--- config.mk ---
export PLATFORM = sky130hd
export DESIGN_NAME = pps_oscillator_discipline_loop_core
export DESIGN_NICKNAME = d
export VERILOG_FILES = /design/src/design/podl_pkg.sv /design/src/design/podl_sdiv.sv /design/src/design/podl_smul.sv /design/src/design/pps_oscillator_discipline_loop_core.sv
export SDC_FILE = /design/constraint.sdc
export NUM_CORES = 2
export LEC_CHECK = 0
export BUFFER_PORTS_ARGS = -buffer_cell sky130_fd_sc_hd__buf_2
export CORE_MARGIN = 2
export CORE_UTILIZATION = 55
export DETAILED_ROUTE_END_ITERATION = 8
export GPL_TIMING_DRIVEN = 0
export PLACE_DENSITY = 0.7
export SLEW_MARGIN = 20
export SYNTH_ARGS = -nofsm -noshare
export SYNTH_HDL_FRONTEND = slang
export SYNTH_SLANG_ARGS = --single-unit
export TNS_END_PERCENT = 5
--- constraint.sdc ---
create_clock -name clk -period 8.4 [get_ports clk]
set_input_delay 2.52 -clock clk [delete_from_list [all_inputs] [get_ports clk]]
set_output_delay 2.52 -clock clk [all_outputs]
set_load 0.02 [all_outputs]
--- src/design/podl_pkg.sv ---
`default_nettype none
// ----------------------------------------------------------------------------
// PPS discipline loop package
// Shared widths, reset values, register indexes and the sequencer state type.
// ----------------------------------------------------------------------------
package podl_pkg;

    // Window of accepted period errors.
    localparam int WINDOW_DEPTH = 10;
    localparam int ERR_W        = 21;
    localparam int FILL_W       = $clog2(WINDOW_DEPTH + 1);
    localparam int IDX_W        = (WINDOW_DEPTH > 1) ? $clog2(WINDOW_DEPTH) : 1;
    localparam int SUM_W        = ERR_W + FILL_W;

    // Fixed field and register widths.
    localparam int CAP_W     = 32;
    localparam int ERRX_W    = CAP_W + 1;
    localparam int LIMIT_W   = 20;
    localparam int GAIN_W    = 16;
    localparam int LEVEL_W   = 14;
    localparam int SKIP_W    = 2;
    localparam int FRAC_W    = 16;
    localparam int Q_FRAC    = 8;
    localparam int MEAN_W    = 29;
    localparam int MAG_W     = MEAN_W - 1;
    localparam int DIV_W     = SUM_W - 1 + Q_FRAC;
    localparam int DIV_CNT_W = $clog2(DIV_W);
    localparam int MUL_CNT_W = $clog2(GAIN_W);
    localparam int PROD_W    = MAG_W + GAIN_W;
    localparam int STEP_W    = PROD_W - Q_FRAC;
    localparam int DRV_W     = 31;
    localparam int ACC_W     = STEP_W + 2;

    // Bus widths.
    localparam int IN_TDATA_W  = 32;
    localparam int OUT_FIELD_W = CAP_W + MEAN_W + LEVEL_W;
    localparam int OUT_TDATA_W = ((OUT_FIELD_W + 7) / 8) * 8;
    localparam int OUT_PAD_W   = OUT_TDATA_W - OUT_FIELD_W;
    localparam int APB_DATA_W  = 32;
    localparam int ADDR_W      = 5;
    localparam int REG_IDX_W   = ADDR_W - 2;

    // Capture value that marks a missing timestamp.
    localparam logic [CAP_W-1:0] SENTINEL_CAPTURE = 32'hFFFF_FFFE;

    // Register reset values.
    localparam logic [CAP_W-1:0]   RST_TARGET_COUNT  = 32'd120000000;
    localparam logic [LIMIT_W-1:0] RST_OUTLIER_LIMIT = 20'd1000000;
    localparam logic [GAIN_W-1:0]  RST_GAIN_Q16      = 16'd6554;
    localparam logic [LEVEL_W-1:0] RST_START_LEVEL   = 14'd3846;
    localparam logic [LEVEL_W-1:0] RST_MAX_LEVEL     = 14'd8192;
    localparam logic [LEVEL_W-1:0] RST_MIN_LEVEL     = 14'd0;
    localparam logic [SKIP_W-1:0]  RST_SKIP_COUNT    = 2'd2;

    // Register indexes (byte address / 4).
    localparam logic [REG_IDX_W-1:0] REG_TARGET_COUNT  = 3'd0;
    localparam logic [REG_IDX_W-1:0] REG_OUTLIER_LIMIT = 3'd1;
    localparam logic [REG_IDX_W-1:0] REG_GAIN_Q16      = 3'd2;
    localparam logic [REG_IDX_W-1:0] REG_START_LEVEL   = 3'd3;
    localparam logic [REG_IDX_W-1:0] REG_MAX_LEVEL     = 3'd4;
    localparam logic [REG_IDX_W-1:0] REG_MIN_LEVEL     = 3'd5;
    localparam logic [REG_IDX_W-1:0] REG_SKIP_COUNT    = 3'd6;

    typedef enum logic [3:0] {
        ST_IDLE,
        ST_PERIOD,
        ST_ERROR,
        ST_GATE,
        ST_SUM,
        ST_DIVLOAD,
        ST_DIV,
        ST_MUL,
        ST_ACC,
        ST_CLAMP,
        ST_EMIT
    } podl_state_t;

endpackage
`default_nettype wire

--- src/design/podl_sdiv.sv ---
`default_nettype none
// ----------------------------------------------------------------------------
// PPS discipline loop serial divider
// Restoring division, one quotient bit per cycle, of an unsigned dividend by
// the small fill count of the error window.
// ----------------------------------------------------------------------------
module podl_sdiv (
    input  logic                         clk,
    input  logic                         rst_n,
    input  logic                         start,
    input  logic [podl_pkg::DIV_W-1:0]   dividend,
    input  logic [podl_pkg::FILL_W-1:0]  divisor,
    output logic                         busy,
    output logic [podl_pkg::DIV_W-1:0]   quotient
);
    import podl_pkg::*;

    logic                 busy_reg, busy_next;
    logic [DIV_CNT_W-1:0] cnt_reg, cnt_next;
    logic [DIV_W-1:0]     quo_reg, quo_next;
    logic [FILL_W-1:0]    rem_reg, rem_next;
    logic [FILL_W-1:0]    dsr_reg, dsr_next;
    logic [FILL_W:0]      trial;

    always_comb
    begin
        busy_next = busy_reg;
        cnt_next  = cnt_reg;
        quo_next  = quo_reg;
        rem_next  = rem_reg;
        dsr_next  = dsr_reg;
        trial     = {rem_reg, quo_reg[DIV_W-1]};
        if (start)
        begin
            busy_next = 1'b1;
            cnt_next  = '0;
            quo_next  = dividend;
            rem_next  = '0;
            dsr_next  = divisor;
        end
        else if (busy_reg)
        begin
            // The remainder always stays below the divisor, so it fits FILL_W bits.
            if (trial >= {1'b0, dsr_reg})
            begin
                rem_next = FILL_W'(trial - {1'b0, dsr_reg});
                quo_next = {quo_reg[DIV_W-2:0], 1'b1};
            end
            else
            begin
                rem_next = trial[FILL_W-1:0];
                quo_next = {quo_reg[DIV_W-2:0], 1'b0};
            end
            cnt_next = cnt_reg + 1'b1;
            if (cnt_reg == DIV_CNT_W'(DIV_W - 1))
            begin
                busy_next = 1'b0;
            end
        end
    end

    always_ff @(posedge clk or negedge rst_n)
    begin
        if (!rst_n)
        begin
            busy_reg <= 1'b0;
            cnt_reg  <= '0;
        end
        else
        begin
            busy_reg <= busy_next;
            cnt_reg  <= cnt_next;
        end
    end

    always_ff @(posedge clk)
    begin
        quo_reg <= quo_next;
        rem_reg <= rem_next;
        dsr_reg <= dsr_next;
    end

    assign busy     = busy_reg;
    assign quotient = quo_reg;

endmodule
`default_nettype wire

--- src/design/podl_smul.sv ---
`default_nettype none
// ----------------------------------------------------------------------------
// PPS discipline loop serial multiplier
// Shift-and-add product of the mean error magnitude and the loop gain, one
// gain bit per cycle.
// ----------------------------------------------------------------------------
module podl_smul (
    input  logic                         clk,
    input  logic                         rst_n,
    input  logic                         start,
    input  logic [podl_pkg::MAG_W-1:0]   multiplicand,
    input  logic [podl_pkg::GAIN_W-1:0]  multiplier,
    output logic                         busy,
    output logic [podl_pkg::PROD_W-1:0]  product
);
    import podl_pkg::*;

    logic                 busy_reg, busy_next;
    logic [MUL_CNT_W-1:0] cnt_reg, cnt_next;
    logic [PROD_W-1:0]    prod_reg, prod_next;
    logic [MAG_W-1:0]     mcand_reg, mcand_next;
    logic [MAG_W:0]       part;

    always_comb
    begin
        busy_next  = busy_reg;
        cnt_next   = cnt_reg;
        prod_next  = prod_reg;
        mcand_next = mcand_reg;
        part       = {1'b0, prod_reg[PROD_W-1:GAIN_W]}
                   + {1'b0, (prod_reg[0] ? mcand_reg : MAG_W'(0))};
        if (start)
        begin
            busy_next  = 1'b1;
            cnt_next   = '0;
            prod_next  = {MAG_W'(0), multiplier};
            mcand_next = multiplicand;
        end
        else if (busy_reg)
        begin
            // Upper half takes the partial sum while the gain bits shift out below.
            prod_next = {part, prod_reg[GAIN_W-1:1]};
            cnt_next  = cnt_reg + 1'b1;
            if (cnt_reg == MUL_CNT_W'(GAIN_W - 1))
            begin
                busy_next = 1'b0;
            end
        end
    end

    always_ff @(posedge clk or negedge rst_n)
    begin
        if (!rst_n)
        begin
            busy_reg <= 1'b0;
            cnt_reg  <= '0;
        end
        else
        begin
            busy_reg <= busy_next;
            cnt_reg  <= cnt_next;
        end
    end

    always_ff @(posedge clk)
    begin
        prod_reg  <= prod_next;
        mcand_reg <= mcand_next;
    end

    assign busy    = busy_reg;
    assign product = prod_reg;

endmodule
`default_nettype wire

--- src/design/pps_oscillator_discipline_loop_core.sv ---
`default_nettype none
// A capture runs through the period, error and gate states, the window sum, the
// 32-step divide and 16-step multiply, then accumulate, clamp and emit; the next
// capture is taken only after that result is emitted; outliers end at the gate.
// Sentinel and seeding captures end in their transfer cycle with no result.
// Asynchronous reset loads the register defaults, clears window, counters and
// timestamp, and sets the drive accumulator to the start level.
// ----------------------------------------------------------------------------
// PPS oscillator discipline loop core
// Turns PPS timer captures into period errors, averages them over a ring
// window and steers a clamped proportional drive level for the oscillator.
// ----------------------------------------------------------------------------
module pps_oscillator_discipline_loop_core (
    input  logic                              clk,
    input  logic                              rst_n,
    // Capture stream.
    input  logic                              s_tvalid,
    output logic                              s_tready,
    input  logic [podl_pkg::IN_TDATA_W-1:0]   s_tdata,   // [31:0] capture_count
    // Result stream.
    output logic                              m_tvalid,
    input  logic                              m_tready,
    // [31:0] period_ticks, [60:32] mean_error_q8, [74:61] drive_level, [79:75] zero
    output logic [podl_pkg::OUT_TDATA_W-1:0]  m_tdata,
    // Configuration port.
    input  logic                              psel,
    input  logic                              penable,
    input  logic                              pwrite,
    input  logic [podl_pkg::ADDR_W-1:0]       paddr,
    input  logic [podl_pkg::APB_DATA_W-1:0]   pwdata,
    output logic [podl_pkg::APB_DATA_W-1:0]   prdata,
    output logic                              pready
);
    import podl_pkg::*;

    // Configuration registers.
    logic [CAP_W-1:0]   target_count_reg,  target_count_next;
    logic [LIMIT_W-1:0] outlier_limit_reg, outlier_limit_next;
    logic [GAIN_W-1:0]  gain_q16_reg,      gain_q16_next;
    logic [LEVEL_W-1:0] start_level_reg,   start_level_next;
    logic [LEVEL_W-1:0] max_level_reg,     max_level_next;
    logic [LEVEL_W-1:0] min_level_reg,     min_level_next;
    logic [SKIP_W-1:0]  skip_count_reg,    skip_count_next;

    // Loop state.
    podl_state_t        state_reg, state_next;
    logic [CAP_W-1:0]   last_capture_reg, last_capture_next;
    logic [SKIP_W-1:0]  seed_reg, seed_next;
    logic [ERR_W-1:0]   window_reg [WINDOW_DEPTH];
    logic [IDX_W-1:0]   slot_reg, slot_next;
    logic [FILL_W-1:0]  filled_reg, filled_next;
    logic [DRV_W-1:0]   drive_reg, drive_next;

    // Per-item working registers.
    logic [CAP_W-1:0]   cap_reg, cap_next;
    logic [CAP_W-1:0]   period_reg, period_next;
    logic [ERRX_W-1:0]  err_reg, err_next;
    logic [IDX_W-1:0]   idx_reg, idx_next;
    logic [SUM_W-1:0]   sum_reg, sum_next;
    logic               neg_reg, neg_next;
    logic [MEAN_W-1:0]  mean_reg, mean_next;
    logic [ACC_W-1:0]   acc_reg, acc_next;

    // Output holding register.
    logic               m_tvalid_reg, m_tvalid_next;
    logic [CAP_W-1:0]   out_period_reg, out_period_next;
    logic [MEAN_W-1:0]  out_mean_reg, out_mean_next;
    logic [LEVEL_W-1:0] out_level_reg, out_level_next;

    // Datapath helpers.
    logic                 win_we;
    logic                 cfg_we;
    logic [REG_IDX_W-1:0] reg_idx;
    logic [ERRX_W-1:0]    limit_pos;
    logic [ERRX_W-1:0]    limit_neg;
    logic [SUM_W-1:0]     sum_abs;
    logic [DIV_W-1:0]     div_dividend;
    logic                 div_start;
    logic                 div_busy;
    logic [DIV_W-1:0]     div_quotient;
    logic                 mul_start;
    logic                 mul_busy;
    logic [PROD_W-1:0]    mul_product;
    logic [STEP_W-1:0]    step_mag;
    logic [ACC_W-1:0]     drive_ext;
    logic [ACC_W-1:0]     clamp_hi;
    logic [ACC_W-1:0]     clamp_lo;

    assign cfg_we  = psel & penable & pwrite;
    assign reg_idx = paddr[ADDR_W-1:2];
    assign pready  = 1'b1;

    // The outlier gate compares the signed error against plus and minus the limit.
    assign limit_pos = ERRX_W'(outlier_limit_reg);
    assign limit_neg = ERRX_W'(0) - limit_pos;

    // The divider works on magnitudes; the window sum is scaled to Q.8 on the way in.
    assign sum_abs      = sum_reg[SUM_W-1] ? (SUM_W'(0) - sum_reg) : sum_reg;
    assign div_dividend = {sum_abs[SUM_W-2:0], Q_FRAC'(0)};

    // The step magnitude drops the eight extra fraction bits of the product,
    // which truncates toward zero because the sign is applied afterwards.
    assign step_mag  = mul_product[PROD_W-1:Q_FRAC];
    assign drive_ext = ACC_W'(drive_reg);
    assign clamp_hi  = ACC_W'({max_level_reg, FRAC_W'(0)});
    assign clamp_lo  = ACC_W'({min_level_reg, FRAC_W'(0)});

    podl_sdiv u_sdiv (
        .clk      (clk),
        .rst_n    (rst_n),
        .start    (div_start),
        .dividend (div_dividend),
        .divisor  (filled_reg),
        .busy     (div_busy),
        .quotient (div_quotient)
    );

    podl_smul u_smul (
        .clk          (clk),
        .rst_n        (rst_n),
        .start        (mul_start),
        .multiplicand (div_quotient[MAG_W-1:0]),
        .multiplier   (gain_q16_reg),
        .busy         (mul_busy),
        .product      (mul_product)
    );

    // Sequencer: next state, datapath updates and configuration writes.
    always_comb
    begin
        state_next         = state_reg;
        target_count_next  = target_count_reg;
        outlier_limit_next = outlier_limit_reg;
        gain_q16_next      = gain_q16_reg;
        start_level_next   = start_level_reg;
        max_level_next     = max_level_reg;
        min_level_next     = min_level_reg;
        skip_count_next    = skip_count_reg;
        last_capture_next  = last_capture_reg;
        seed_next          = seed_reg;
        slot_next          = slot_reg;
        filled_next        = filled_reg;
        drive_next         = drive_reg;
        cap_next           = cap_reg;
        period_next        = period_reg;
        err_next           = err_reg;
        idx_next           = idx_reg;
        sum_next           = sum_reg;
        neg_next           = neg_reg;
        mean_next          = mean_reg;
        acc_next           = acc_reg;
        out_period_next    = out_period_reg;
        out_mean_next      = out_mean_reg;
        out_level_next     = out_level_reg;
        m_tvalid_next      = m_tvalid_reg;
        s_tready           = 1'b0;
        win_we             = 1'b0;
        div_start          = 1'b0;
        mul_start          = 1'b0;

        // A taken result frees the output register; a new one may refill it below.
        if (m_tready)
        begin
            m_tvalid_next = 1'b0;
        end

        case (state_reg)
            ST_IDLE:
            begin
                s_tready = 1'b1;
                // The sentinel capture is dropped without touching any state.
                // Seeding captures only set the timestamp.
                if (s_tvalid && (s_tdata != SENTINEL_CAPTURE))
                begin
                    if (seed_reg < skip_count_reg)
                    begin
                        last_capture_next = s_tdata;
                        seed_next         = seed_reg + 1'b1;
                    end
                    else
                    begin
                        cap_next   = s_tdata;
                        state_next = ST_PERIOD;
                    end
                end
            end
            ST_PERIOD:
            begin
                // The timer counts down, so the period is previous minus current.
                period_next       = last_capture_reg - cap_reg;
                last_capture_next = cap_reg;
                state_next        = ST_ERROR;
            end
            ST_ERROR:
            begin
                err_next   = {1'b0, period_reg} - {1'b0, target_count_reg};
                state_next = ST_GATE;
            end
            ST_GATE:
            begin
                if (($signed(err_reg) <= $signed(limit_pos))
                    && ($signed(err_reg) >= $signed(limit_neg)))
                begin
                    // An accepted error fits the window entry width.
                    win_we = 1'b1;
                    if (slot_reg == IDX_W'(WINDOW_DEPTH - 1))
                    begin
                        slot_next = '0;
                    end
                    else
                    begin
                        slot_next = slot_reg + 1'b1;
                    end
                    if (filled_reg < FILL_W'(WINDOW_DEPTH))
                    begin
                        filled_next = filled_reg + 1'b1;
                    end
                    idx_next   = '0;
                    sum_next   = '0;
                    state_next = ST_SUM;
                end
                else
                begin
                    state_next = ST_IDLE;
                end
            end
            ST_SUM:
            begin
                // Entries that were never written are still zero from reset,
                // so summing the whole window equals summing the filled part.
                sum_next = sum_reg + {{(SUM_W - ERR_W){window_reg[idx_reg][ERR_W-1]}},
                                      window_reg[idx_reg]};
                if (idx_reg == IDX_W'(WINDOW_DEPTH - 1))
                begin
                    state_next = ST_DIVLOAD;
                end
                else
                begin
                    idx_next = idx_reg + 1'b1;
                end
            end
            ST_DIVLOAD:
            begin
                div_start  = 1'b1;
                neg_next   = sum_reg[SUM_W-1];
                state_next = ST_DIV;
            end
            ST_DIV:
            begin
                if (!div_busy)
                begin
                    mean_next  = neg_reg ? (MEAN_W'(0) - {1'b0, div_quotient[MAG_W-1:0]})
                                         : {1'b0, div_quotient[MAG_W-1:0]};
                    mul_start  = 1'b1;
                    state_next = ST_MUL;
                end
            end
            ST_MUL:
            begin
                if (!mul_busy)
                begin
                    state_next = ST_ACC;
                end
            end
            ST_ACC:
            begin
                // A negative mean raises the drive, a positive one lowers it.
                if (neg_reg)
                begin
                    acc_next = drive_ext + ACC_W'(step_mag);
                end
                else
                begin
                    acc_next = drive_ext - ACC_W'(step_mag);
                end
                state_next = ST_CLAMP;
            end
            ST_CLAMP:
            begin
                // The upper clamp is tested first, which also settles crossed limits.
                if ($signed(acc_reg) > $signed(clamp_hi))
                begin
                    drive_next = clamp_hi[DRV_W-1:0];
                end
                else if ($signed(acc_reg) < $signed(clamp_lo))
                begin
                    drive_next = clamp_lo[DRV_W-1:0];
                end
                else
                begin
                    drive_next = acc_reg[DRV_W-1:0];
                end
                state_next = ST_EMIT;
            end
            ST_EMIT:
            begin
                // Wait here only while an earlier result is still unclaimed.
                if (!m_tvalid_reg || m_tready)
                begin
                    out_period_next = period_reg;
                    out_mean_next   = mean_reg;
                    out_level_next  = drive_reg[FRAC_W+LEVEL_W-1:FRAC_W];
                    m_tvalid_next   = 1'b1;
                    state_next      = ST_IDLE;
                end
            end
            default:
            begin
                state_next = ST_IDLE;
            end
        endcase

        // The user must issue register writes only while the loop is idle; the block does not enforce it.
        if (cfg_we)
        begin
            case (reg_idx)
                REG_TARGET_COUNT:  target_count_next  = pwdata[CAP_W-1:0];
                REG_OUTLIER_LIMIT: outlier_limit_next = pwdata[LIMIT_W-1:0];
                REG_GAIN_Q16:      gain_q16_next      = pwdata[GAIN_W-1:0];
                REG_START_LEVEL:
                begin
                    // A new start level also restarts the drive accumulator.
                    start_level_next = pwdata[LEVEL_W-1:0];
                    drive_next       = DRV_W'({pwdata[LEVEL_W-1:0], FRAC_W'(0)});
                end
                REG_MAX_LEVEL:     max_level_next     = pwdata[LEVEL_W-1:0];
                REG_MIN_LEVEL:     min_level_next     = pwdata[LEVEL_W-1:0];
                REG_SKIP_COUNT:    skip_count_next    = pwdata[SKIP_W-1:0];
                default:
                begin
                end
            endcase
        end
    end

    // Register read-back.
    always_comb
    begin
        case (reg_idx)
            REG_TARGET_COUNT:  prdata = APB_DATA_W'(target_count_reg);
            REG_OUTLIER_LIMIT: prdata = APB_DATA_W'(outlier_limit_reg);
            REG_GAIN_Q16:      prdata = APB_DATA_W'(gain_q16_reg);
            REG_START_LEVEL:   prdata = APB_DATA_W'(start_level_reg);
            REG_MAX_LEVEL:     prdata = APB_DATA_W'(max_level_reg);
            REG_MIN_LEVEL:     prdata = APB_DATA_W'(min_level_reg);
            REG_SKIP_COUNT:    prdata = APB_DATA_W'(skip_count_reg);
            default:           prdata = '0;
        endcase
    end

    always_ff @(posedge clk or negedge rst_n)
    begin
        if (!rst_n)
        begin
            state_reg         <= ST_IDLE;
            target_count_reg  <= RST_TARGET_COUNT;
            outlier_limit_reg <= RST_OUTLIER_LIMIT;
            gain_q16_reg      <= RST_GAIN_Q16;
            start_level_reg   <= RST_START_LEVEL;
            max_level_reg     <= RST_MAX_LEVEL;
            min_level_reg     <= RST_MIN_LEVEL;
            skip_count_reg    <= RST_SKIP_COUNT;
            last_capture_reg  <= '0;
            seed_reg          <= '0;
            slot_reg          <= '0;
            filled_reg        <= '0;
            drive_reg         <= DRV_W'({RST_START_LEVEL, FRAC_W'(0)});
            m_tvalid_reg      <= 1'b0;
            for (int i = 0; i < WINDOW_DEPTH; i++)
            begin
                window_reg[i] <= '0;
            end
        end
        else
        begin
            state_reg         <= state_next;
            target_count_reg  <= target_count_next;
            outlier_limit_reg <= outlier_limit_next;
            gain_q16_reg      <= gain_q16_next;
            start_level_reg   <= start_level_next;
            max_level_reg     <= max_level_next;
            min_level_reg     <= min_level_next;
            skip_count_reg    <= skip_count_next;
            last_capture_reg  <= last_capture_next;
            seed_reg          <= seed_next;
            slot_reg          <= slot_next;
            filled_reg        <= filled_next;
            drive_reg         <= drive_next;
            m_tvalid_reg      <= m_tvalid_next;
            if (win_we)
            begin
                window_reg[slot_reg] <= err_reg[ERR_W-1:0];
            end
        end
    end

    // Working and output payload registers carry no reset.
    always_ff @(posedge clk)
    begin
        cap_reg        <= cap_next;
        period_reg     <= period_next;
        err_reg        <= err_next;
        idx_reg        <= idx_next;
        sum_reg        <= sum_next;
        neg_reg        <= neg_next;
        mean_reg       <= mean_next;
        acc_reg        <= acc_next;
        out_period_reg <= out_period_next;
        out_mean_reg   <= out_mean_next;
        out_level_reg  <= out_level_next;
    end

    assign m_tvalid = m_tvalid_reg;
    assign m_tdata  = {OUT_PAD_W'(0), out_level_reg, out_mean_reg, out_period_reg};

endmodule
`default_nettype wire
==> flow_summary.json <==
{
  "status": "completed",
  "power_leakage_nw": 21.7,
  "synth-seq-cells": 791,
  "grt_start_max_net_pins": 100,
  "die_height_um": 286,
  "place_hpwl_um": 87300,
  "areaGrowthSynthToFinish_pct": 12.9,
  "dr.pass1.iters": 8,
  "grt_pass1_vias": 31508,
  "drc_errors": 0,
  "layout_common_cells": "dfrtp_1 (373), edfxtp_1 (340), nand2_1 (303)",
  "htreeDepth": 3,
  "yosys_warnings": 0,
  "first_iter_violations": 2513,
  "grt_usage_pct": 28.6,
  "crit_start": "paddr[2]",
  "drv_cap": 0,
  "worst_hold_slack_ns": 0.417,
  "post_cts_buffers": 0,
  "wl_per_cell_um": 21.8,
  "fin_skew_ns": 0.0283,
  "postLayoutCoreUtil_pct": 62.5,
  "vias_per_cell": 5.91,
  "end_kind": "output port",
  "io_buffers": 181,
  "cp_slowest_stage_delay_ns": 0.86,
  "cts_made_buffers": 87,
  "synth_seq_area_share_pct": 48.8,
  "slowest_stage": "clkbuf_1",
  "cp_data_arrival_time_ns": 5.68,
  "met3_length_um": 6710,
  "ant_nets": 0,
  "maxSlewViolCount": 0,
  "synth-edff-count": 340,
  "rsz0062_at_grt": "no",
  "worstPathCellList": "buf_2, buf_1, clkbuf_1, clkbuf_1, mux2i_1, o22ai_1, buf_2",
  "grt_pass1_wl_um": 181000,
  "layout_commonest_cell": "dfrtp_1",
  "clockBufferDepth": 3,
  "timing.final.crit_period_ns": 8.20,
  "yosysTopAreaCellShare_pct": 23.4,
  "dieArea_mm2": 0.0817,
  "synth-main-ff-cell": "dfrtp_1",
  "synth.distinct_cells": 92,
  "path_class": "primary input to output port",
  "yosys-top-cells-area": "edfxtp_1 (23%), dfrtp_1 (21%), ha_1 (7.7%)",
  "synth_top_cell_by_area": "edfxtp_1",
  "nets": 4599,
  "clock.fmax_ghz": 0.122,
  "die_w_um": 286,
  "crit_path_max_fanout": 10,
  "synth-async-reset-ratio_pct": 52.0,
  "routed_wl_um": 117000,
  "post-route-period-util_pct": 97.7,
  "ir_drop_v": 0.000254,
  "top_layer_used": "met5",
  "holdBufCountCts": 0,
  "row_count": 103,
  "largest_register_ffs": 210,
  "path_clk_slew_ns": 0.06,
  "core-area_mm2": 0.0789,
  "syn_avg_cell_area_um2": 11.1,
  "syn_area_mm2": 0.0437,
  "antenna_found_initial": 8,
  "cts.sinks": 791,
  "tightest_slew_ns": 1.07,
  "place_inst": 5207,
  "clockRootBuffer": "clkbuf_16",
  "r2r-start": "idx_reg[0]",
  "overflow": 0,
  "hp-start": "mean_reg[17]",
  "io-pin-count": 191,
  "finalPower_mw": 17.8,
  "fin_setup_tns_ns": 0,
  "clock_latency_ns": 0.66,
  "num_vias": 31783,
  "synthCells": 3947,
  "hold_path_class": "register to register",
  "met2_length_um": 54900,
  "setup_viol": 0,
  "crit_required_ns": 5.88,
  "cp_top_family": "buffers and inverters",
  "drive_gt1_share_pct": 18.0,
  "fin_cells": 5377,
  "place.gp.congestion": 0.986,
  "start_util_pct": 55.4,
  "critical_path_buf_inv_count": 5,
  "hold_viol_final": 0,
  "critPathLaunchType": "primary input",
  "slew_headroom_pct": 28.6,
  "routedLengthMet1_um": 49000,
  "power_density_mw_per_mm2": 362,
  "cts_resized": 0,
  "cts_tree": "yes"
}
## area by class of cell
class	instances	area, um2
diodes	7	17.5
multi-input cells	2730	20700
well taps	1050	1310
inverters	238	893
clock inverters	28	365
repair buffers	206	1240
flip-flops and latches	791	21300
clock buffers	135	2650
fillers	6465	29500
plain buffers	192	815
## worst reg2reg max path: stages, from the launching register on
cell and delay (ns):
edfxtp_1 0.50, buf_1 0.68, buf_1 0.75, clkbuf_1 0.62, mux2_2 0.41, a221oi_1 0.30, nor2_1 0.15, ha_1 0.24
inv_1 0.08, fa_1 0.19, nor2b_1 0.07, o21a_1 0.19, o21ai_0 0.38, a211oi_1 0.18, o21ai_0 0.32, a21oi_1 0.17
o31ai_1 0.37, a21oi_1 0.14, xnor2_1 0.16, nor2_1 0.05
## path summary, 6_finish.rpt
path	endpoint	slack [ns]	cells after the start
min reg2reg	out_mean_reg[17]	0.42	0
min	out_mean_reg[17]	0.42	0
max in group asynchronous	window_reg[50]	5.30	4
min in group asynchronous	u_smul.cnt_reg[1]	1.68	1
max reg2reg	sum_reg[22]	2.19	19
max	prdata[2]	0.20	7
## power by group
part	total, mW	internal (mW)	switching [mW]
sequential	6.45	5.47	0.980
clock	3.96	2.34	1.62
combinational	7.43	3.06	4.36
## synthesized netlist by cell type, drive strengths merged, types with 23 or more instances
master and instances:
dfrtp 373, edfxtp 340, nand2 304, mux2 278
o21ai 275, ha 270, nor2 262, inv 235
a21oi 204, xnor2 144, clkbuf 120, a21o 85
mux2i 80, buf 72, nand3 62, xor2 62
nor3 56, mux4 48, nand2b 45, a22oi 40
dfxtp 40, dfstp 38, a211oi 34, o21a 34
and2 32, nand4 31, nor2b 29, o31ai 29
a221oi 26, nor4 25, o21bai 23
## through the flow
stage	setup WS, ns	instance area (um2)
after CTS	0.308	49300
final	0.197	49300
after global routing	0.145	49300
after global placement	-3.81	45900
after floorplan	0.170	43700
after detailed placement	0.332	46300
## cells by family (layout without fill, tap and decap cells)
family | count (synthesis) | after routing | synth area share [%]
other | 2 | 13 | 0.0172
multiplexers | 406 | 406 | 11.8
AND/OR/NAND/NOR | 928 | 928 | 10.0
AO/OA/AOI/OAI | 907 | 907 | 13.2
buffers and inverters | 430 | 799 | 3.90
XOR/XNOR | 206 | 206 | 4.13
flip-flops | 791 | 791 | 48.8
adder cells (fa/ha/maj) | 277 | 277 | 8.05
## routing by layer
metal | vias to the layer above | global-route usage (%)
li1 | 14949 | -
met1 | 15600 | 37.5
met2 | 970 | 46.6
met3 | 262 | 4.22
met4 | 2 | 14.3
met5 | - | 0
No activity file was read; power rests on OpenSTA's default activity.
